==> config.mk <==
export PLATFORM = sky130hd
export DESIGN_NAME = cov_divider
export DESIGN_NICKNAME = d
export VERILOG_FILES = /design/src/hdl/cov_divider.sv
export SDC_FILE = /design/constraint.sdc
export NUM_CORES = 1
export LEC_CHECK = 0
export BUFFER_PORTS_ARGS = -buffer_cell sky130_fd_sc_hd__buf_2
export CAP_MARGIN = 20
export CORE_MARGIN = 4
export CORE_UTILIZATION = 45
export DETAILED_ROUTE_END_ITERATION = 8
export GPL_ROUTABILITY_DRIVEN = 0
export GPL_TIMING_DRIVEN = 0
export MAX_ROUTING_LAYER = met4
export PLACE_DENSITY = 0.67
export SYNTH_ARGS = -nofsm -noshare
export SYNTH_HDL_FRONTEND = slang
export SYNTH_SLANG_ARGS = --single-unit
export TNS_END_PERCENT = 5
==> constraint.sdc <==
create_clock -name clk_i -period 3.2 [get_ports clk_i]
set_input_delay 0.32 -clock clk_i [delete_from_list [all_inputs] [get_ports clk_i]]
set_output_delay 0.32 -clock clk_i [all_outputs]
set_load 0.005 [all_outputs]
==> src/hdl/cov_divider.sv <==
`timescale 1ns / 1ps
module cov_divider (
  input  logic                clk_i,
  input  logic                rst_ni,
  input  logic                start_i,
  input  logic signed [63:0]  dividend_i,
  input  logic [8:0]          divisor_i,
  output logic                done_o,
  output logic signed [63:0]  quotient_o
);
  logic [63:0] mag_q, mag_d;
  logic [8:0]  rem_q, rem_d;
  logic [8:0]  div_q;
  logic        neg_q, busy_q, busy_d, done_q;
  logic [6:0]  cnt_q, cnt_d;
  logic [9:0]  trial;

  assign trial = {rem_q, mag_q[63]};

  always_comb begin
    mag_d  = mag_q;
    rem_d  = rem_q;
    cnt_d  = cnt_q;
    busy_d = busy_q;
    if (busy_q) begin
      if (trial >= {1'b0, div_q}) begin
        rem_d = 9'(trial - {1'b0, div_q});
        mag_d = {mag_q[62:0], 1'b1};
      end else begin
        rem_d = trial[8:0];
        mag_d = {mag_q[62:0], 1'b0};
      end
      cnt_d = cnt_q + 7'd1;
      if (cnt_q == 7'd63) busy_d = 1'b0;
    end
  end

  always_ff @(posedge clk_i or negedge rst_ni) begin
    if (!rst_ni) begin
      busy_q <= 1'b0;
      done_q <= 1'b0;
    end else begin
      done_q <= busy_q && !busy_d;
      busy_q <= start_i ? 1'b1 : busy_d;
    end
  end

  always_ff @(posedge clk_i) begin
    if (start_i) begin
      mag_q <= dividend_i[63] ? 64'(-dividend_i) : dividend_i;
      neg_q <= dividend_i[63];
      div_q <= divisor_i;
      rem_q <= '0;
      cnt_q <= '0;
    end else begin
      mag_q <= mag_d;
      rem_q <= rem_d;
      cnt_q <= cnt_d;
    end
  end

  assign done_o     = done_q;
  assign quotient_o = neg_q ? 64'(-mag_q) : mag_q;
endmodule

Yosys cells after proc, flatten, opt, wreduce, memory -nomap -nowiden
Cells that the tools add are included.
{"block": "totals", "elab_cells": 25, "reg_bits": 92, "input_bits": 76}
{"block": "classes", "n_eq_ne": 1, "mux": 9, "reduce_logical": 3, "n_lt_le_gt_ge": 1, "addsub": 4}
{"op": "$mux W64", "n": 4}
{"op": "$neg A64 Y64", "n": 2}
{"op": "$ge A10 B9 Y1", "n": 1}
{"op": "$mux W9", "n": 1}
{"op": "$sub A9 B9 Y9", "n": 1}
{"op": "$add A7 B1 Y7 const B", "n": 1}
{"op": "$eq A7 B6 Y1 const B", "n": 1}
{"op": "$mux W1", "n": 4}
{"op": "$reduce_bool A2 Y1", "n": 1}
{"op": "$logic_and A1 B1 Y1", "n": 1}
{"op": "$logic_not A1 Y1", "n": 1}

Logic depth before layout (Yosys ltp)
Gate-level depths: netlist of the first run.
{"block": "logic_depth", "depth_word": 5, "depth_mapped": 10, "ltp_nobuf": 9}

Worst setup path after synthesis of the first run
OpenSTA, ideal clock, no wires.
{"block": "synth_path", "path_kind": "register -> output", "startpoint": "register mag_q[28]", "endpoint": "output quotient_o[60]", "t_arrival_ns": 2.382, "setup_slack_ns": 0.498, "path_stages_with_launch": 6, "cell_sequence": "edfxtp_1 > or4_1 > nor4_2 > or4b_1 > o41ai_2 > xnor2_1"}
{"block": "synth_via", "elab_chain_cells": 2}
{"element": "from (decl)", "line": "11", "source": "logic [63:0] mag_q, mag_d;"}
{"element": "from (signal assigned)", "line": "50", "source": "mag_q <= dividend_i[63] ? 64'(-dividend_i) : dividend_i;"}
{"element": "from (signal assigned)", "line": "56", "source": "mag_q <= mag_d;"}
{"element": "$neg A64 Y64", "line": "63", "source": "assign quotient_o = neg_q ? 64'(-mag_q) : mag_q;"}
{"element": "$mux W64", "line": "63"}
{"element": "to (decl)", "line": "9", "source": "output logic signed [63:0] quotient_o"}
Every way passes these cells.

Worst setup path after layout of the first run
{"block": "layout_path", "startpoint": "register mag_q[14]", "endpoint": "output quotient_o[47]"}
The elaborated chain is that of the path after synthesis.

==> flow_summary.ini, run 1 <==
[run_status]
status = finished, violations left
violations = negative setup slack

[clock_tree]
htreeDepth = 3
clock_latency_ps = 360
cts_tree = built
ctsRootBufferMaster = clkbuf_16
cts_buffers = 9
clockBufferDepth = 2
clock-sinks = 92
clkTransAtPathRegs_ps = 70

[layout]
seqCellArea_um2 = 2590
fillerInstances = 1515
layout_commonest_cell = buf_2
drive_gt1_share_pct = 22.7
final_nets = 1091
area_growth_pct = 22.5
fin_area_um2 = 9050
mostFrequentLayoutCells = buf_2 (144), nor2_1 (77), edfxtp_1 (74)
multi_input_area_um2 = 4700

[floorplanning]
pin_count = 141
dieWidth_um = 136
dieHeight_um = 136
core_um2 = 16000
initial_utilization_pct = 46.2
fp.dieArea_um2 = 18500
rows = 46

[routing]
drt_iter0_drc = 764
via_per_inst = 6.16
routed_wl_um = 24600
wl_per_cell_um = 20.0
antenna_left = 0
drc = 0
vias = 7549
dr.pass1.iters = 5

[worst_setup_path]
critPathMaxFanout = 10
cp_top_family = simple AND/OR/NAND/NOR gates
path_depth = 7
crit_path_end_kind = primary output
startpoint_type = flip-flop
arrival_ps = 2960
crit_path_cell_trace = or4_4, nor4b_4, nand4_1, buf_6, o31ai_1, xnor2_1, buf_2
crit_path_max_incr_delay_ps = 590
required_ps = 2880
critPathSlowestCell = or4_4
path_class = flip-flop to primary output
cp.buffers_inverters = 2
rr_worst_depth = 10

[yosys]
synth-async-reset-ratio_pct = 2.17
synth_cells = 839
synth-edff-count = 74
yosys_most_used_dff = edfxtp_1
syn_nets = 928
syn_area_um2 = 7390
ys_top_cells_by_area = edfxtp_1 (30%), xnor2_1 (7.8%), xor2_1 (5.5%)
synth_seq_cells = 92
ys_types = 64
avgSynthCellArea_um2 = 8.81
synth_top_area_share_pct = 30.1
synth.yosys.seq_area_share_pct = 35.1
synth_top_area_cell = edfxtp_1
yosys_warnings = 0

[power]
power.total_mw = 4.28
power_density_nw_per_um2 = 473
leakagePower_nw = 3.42
ir_worst_vdd_v = 0.000284

[timing]
fin_hold_ws_ps = 133
slew_headroom_pct = 30.0
fin_skew_ps = 9.48
worst_pin_slew_ps = 1040
max_freq_ghz = 0.305
finalSetupViolations = 16
finalCriticalPeriod_ps = 3280
drv_slew = 0
rsz0062_at_grt = yes
hold_violations = 0
period_share_pct = 103
worst_slack_ps = -82.4

[placed_design]
dpl.hpwl_um = 18000
io_buffer_count = 140
dpl_cell_area_um2 = 8360

[grt]
grt_pass1_vias = 6865
grt_pass1_wl_um = 37500
grt_usage_pct = 26.5
grt.overflow.total = 0
antenna_found_initial = 3
grt_max_degree = 65

[job]
max-cap-violations = 0

[hold_path]
hold_depth = 1
hold_class = input pin to flip-flop
what timing repair did:
action | CTS | global route
setup buffers | 4 | 8
endpoints found under the setup margin | 37 | 33
resized for setup | 24 | 20
hold buffers | 1 | 0
hold endpoints to repair | 2 | 0
pin swaps | 6 | 7
metal layers:
metal	global-route usage, %	up-vias	wire length, µm
li1	-	3552	-
met1	35.3	3554	10300
met2	40.3	381	11100
met3	5.22	62	2430
met4	9.74	0	762
met5	-	-	0
cells in the mapped netlist (all sizes together) (2+ instances only):
cell type  number
nor2           77
edfxtp         74
xnor2          66
clkbuf         48
a21oi          46
xor2           46
or3            40
nand2          36
o41ai          36
o21ai          35
o31ai          31
nand3          28
inv            25
or4            23
nand4          22
nor2b          18
nor4           17
dfxtp          16
nor3           16
or2            14
a31oi          13
ha             12
and3           11
buf            10
a2111oi         7
a21o            7
nand3b          6
nand2b          5
o2111ai         5
a311oi          4
mux2i           4
nand4b          4
o311ai          4
a2111o          3
a221oi          3
or3b            3
a211oi          2
a31o            2
and2            2
dfrtp           2
nor4b           2
o21a            2
o311a           2
registers in the layout, indices dropped and copies added, names as in the netlist:
| signal | count |
|---|---|
| mag_q | 64 |
| div_q | 9 |
| rem_q | 9 |
| cnt_q | 7 |
| busy_q | 1 |
| done_o | 1 |
| neg_q | 1 |
kinds of logic (layout without fill, tap and decap cells):
group                    Yosys count  after routing  synth area share (%)
AO/OA/AOI/OAI                    208            208                  19.8
XOR/XNOR                         112            112                  13.3
adder cells (fa/ha/maj)           13             13                  2.30
buffers and inverters             84            252                  4.52
flip-flops                        92             92                  35.1
multiplexers                       4              4                 0.542
other                              0              3                     0
AND/OR/NAND/NOR                  326            326                  24.5
worst paths after layout:
| kind | startpoint | slack (ps) | to |
|---|---|---|---|
| max reg2reg | mag_q[63] | 350 | mag_q[0] |
| min in group asynchronous | rst_ni | 260 | done_o |
| max | mag_q[14] | -80 | quotient_o[47] |
| min reg2reg | cnt_q[5] | 490 | cnt_q[5] |
| min | divisor_i[1] | 130 | div_q[1] |
| max in group asynchronous | rst_ni | 2850 | busy_q |
power by group:
| group | switching (mW) | internal, mW | leakage [nW] |
|---|---|---|---|
| Combinational | 0.752 | 0.642 | 2.34 |
| Sequential | 0.193 | 1.48 | 0.920 |
| Clock | 0.511 | 0.707 | 0.167 |
| Total | 1.46 | 2.83 | 3.42 |
cell type report:
cell class	count	area share (%)
clock buffer	11	3.04
clock inverter	5	0.691
inverter	26	1.11
buffer	57	2.71
antenna	3	0.0829
multi-input combinational	663	51.9
tap	216	2.98
timing repair buffer	153	8.84
sequential	92	28.6
stage by stage:
stage	utilization [%]	std cells	TNS, ps	setup WS [ps]
floorplan	-	839	0	498
global placement	52.3	1195	-32220	-496
detailed placement	52.3	1195	-1250	-261
CTS	55.6	1215	-66.9	-24.5
global route	56.6	1226	-1720	-117
finish	56.6	1226	-541	-82.4
Power figures use the tool's default switching activity.
==> run 2: changes to the inputs <==
--- a/config.mk
+++ b/config.mk
@@ -7,13 +7,15 @@
 export LEC_CHECK = 0
 export BUFFER_PORTS_ARGS = -buffer_cell sky130_fd_sc_hd__buf_2
 export CAP_MARGIN = 20
+export CELL_PAD_IN_SITES_DETAIL_PLACEMENT = 1
+export CELL_PAD_IN_SITES_GLOBAL_PLACEMENT = 1
 export CORE_MARGIN = 4
-export CORE_UTILIZATION = 45
+export CORE_UTILIZATION = 43
 export DETAILED_ROUTE_END_ITERATION = 8
 export GPL_ROUTABILITY_DRIVEN = 0
 export GPL_TIMING_DRIVEN = 0
 export MAX_ROUTING_LAYER = met4
-export PLACE_DENSITY = 0.67
+export PLACE_DENSITY_LB_ADDON = 0.1
 export SYNTH_ARGS = -nofsm -noshare
 export SYNTH_HDL_FRONTEND = slang
 export SYNTH_SLANG_ARGS = --single-unit
==> flow_summary.ini, run 2 (synthesized netlist as in run 1, its figures left out) <==
[floorplanning]
core_um2 = 16700
dieHeight_um = 139
dieWidth_um = 139
pin_count = 141
rows = 47
fp.dieArea_um2 = 19300
initial_utilization_pct = 44.2

[routing]
vias = 7668
dr.pass1.iters = 5
wl_per_cell_um = 22.2
drt_iter0_drc = 624
drc = 0
via_per_inst = 6.28
routed_wl_um = 27000
antenna_left = 0

[worst_setup_path]
path_class = flip-flop to primary output
required_ps = 2880
rrSetupSlack_ps = 270
startpoint = mag_q[15]
crit_path_end_kind = primary output
critPathMaxFanout = 10
worst_r2r_startpoint = mag_q[63]
arrival_ps = 2970
startpoint_type = flip-flop

[timing]
slew_headroom_pct = 24.7
hold_violations = 0
max_freq_ghz = 0.304
rsz0062_at_grt = yes
fin_skew_ps = 10.0
finalSetupViolations = 16
setup-tns-final_ps = -640
period_share_pct = 103
finalCriticalPeriod_ps = 3290
drv_slew = 0
worst_pin_slew_ps = 1120
worst_slack_ps = -90.4

[layout]
layout_commonest_cell = buf_2
drive_gt1_share_pct = 22.8
antenna_cells = 0
final_nets = 1085
final_cells = 1221
largest_reg_flops = 64
area_growth_pct = 21.3
reg_top3 = mag_q (64), div_q (9), rem_q (9)
fillerInstances = 2031
mostFrequentLayoutCells = buf_2 (144), nor2_1 (77), edfxtp_1 (74)
fin_area_um2 = 8960
regMostFlops = mag_q

[clock_tree]
clock_latency_ps = 360
htreeDepth = 3
cts_tree = built
ctsRootBufferMaster = clkbuf_16
clkTransAtPathRegs_ps = 70
clock-sinks = 92
clockBufferDepth = 2
cts_buffers = 9

[placed_design]
dpl.cell_count = 1199
dpl.hpwl_um = 20200
dpl_cell_area_um2 = 8370
io_buffer_count = 140

[grt]
antenna_found_initial = 0
grt_usage_pct = 28.1
grt_pass1_wl_um = 42500
grt.overflow.total = 0
grt_pass1_vias = 7526
grt_max_degree = 65

[hold_path]
hold_class = input pin to flip-flop
holdCritStartpoint = divisor_i[5]

[power]
ir_worst_vdd_v = 0.000286
leakagePower_nw = 3.36
power_density_nw_per_um2 = 462

[run_status]
status = finished, violations left
violations = negative setup slack

[job]
max-cap-violations = 0
## run 2: worst max-delay path, cell delays in order (launching register included)
cell and delay [ps]:
edfxtp_1 440, or4_4 600, nor4b_4 390, buf_6 210, nand4_4 230, o31ai_1 360, xnor2_1 210, buf_2 170
## run 2: final timing paths
check	cells past startpoint	endpoint
min in group asynchronous	2	busy_q
worst max-delay path	7	quotient_o[46]
worst min register to register	2	cnt_q[5]
max in group asynchronous	2	done_o
worst min-delay path	1	div_q[5]
worst max register to register	10	mag_q[0]
## run 2: power by group
part / internal, mW / total, mW / switching, mW
logic: 0.635 / 1.41 / 0.775
clock network: 0.537 / 1.04 / 0.508
registers: 1.48 / 1.69 / 0.208
total: 2.65 / 4.14 / 1.49
## run 2: repair_timing
action,4_1_cts,5_1_grt
setup endpoints to repair,40,37
endpoints found under the hold margin,2,0
hold buffers,1,0
gates cloned,0,0
pin swaps,7,1
gates resized for setup,27,21
buffers inserted,4,2
## run 2: routing by layer
metal | vias to the layer above | track usage (%) | wire length (µm)
met5 | - | - | 0
met4 | 0 | 7.62 | 584
li1 | 3525 | - | -
met3 | 51 | 4.48 | 1930
met2 | 307 | 43.9 | 12600
met1 | 3785 | 38.0 | 11900
## run 2: layout make-up
| type | instances | area, µm² | area share (%) |
|---|---|---|---|
| multi-input cells | 663 | 4720 | 52.6 |
| repair buffers | 147 | 756 | 8.43 |
| plain buffers | 57 | 245 | 2.74 |
| inverters | 26 | 100 | 1.12 |
| clock inverters | 6 | 46.3 | 0.517 |
| clock buffers | 10 | 229 | 2.55 |
| well taps | 220 | 275 | 3.07 |
| flip-flops and latches | 92 | 2590 | 28.9 |
## run 2: stage by stage
step | utilization, % | hold slack [ps] | total power [mW] | worst slack [ps]
final | 53.7 | 126 | 4.14 | -90.4
after global routing | 53.7 | 117 | 4.39 | -181
after CTS | 53.0 | 122 | 4.11 | -79.2
after detailed placement | 50.1 | 106 | 3.05 | -263
after global placement | 50.1 | 106 | 3.01 | -513
after floorplan | - | 24.4 | 2.48 | 498
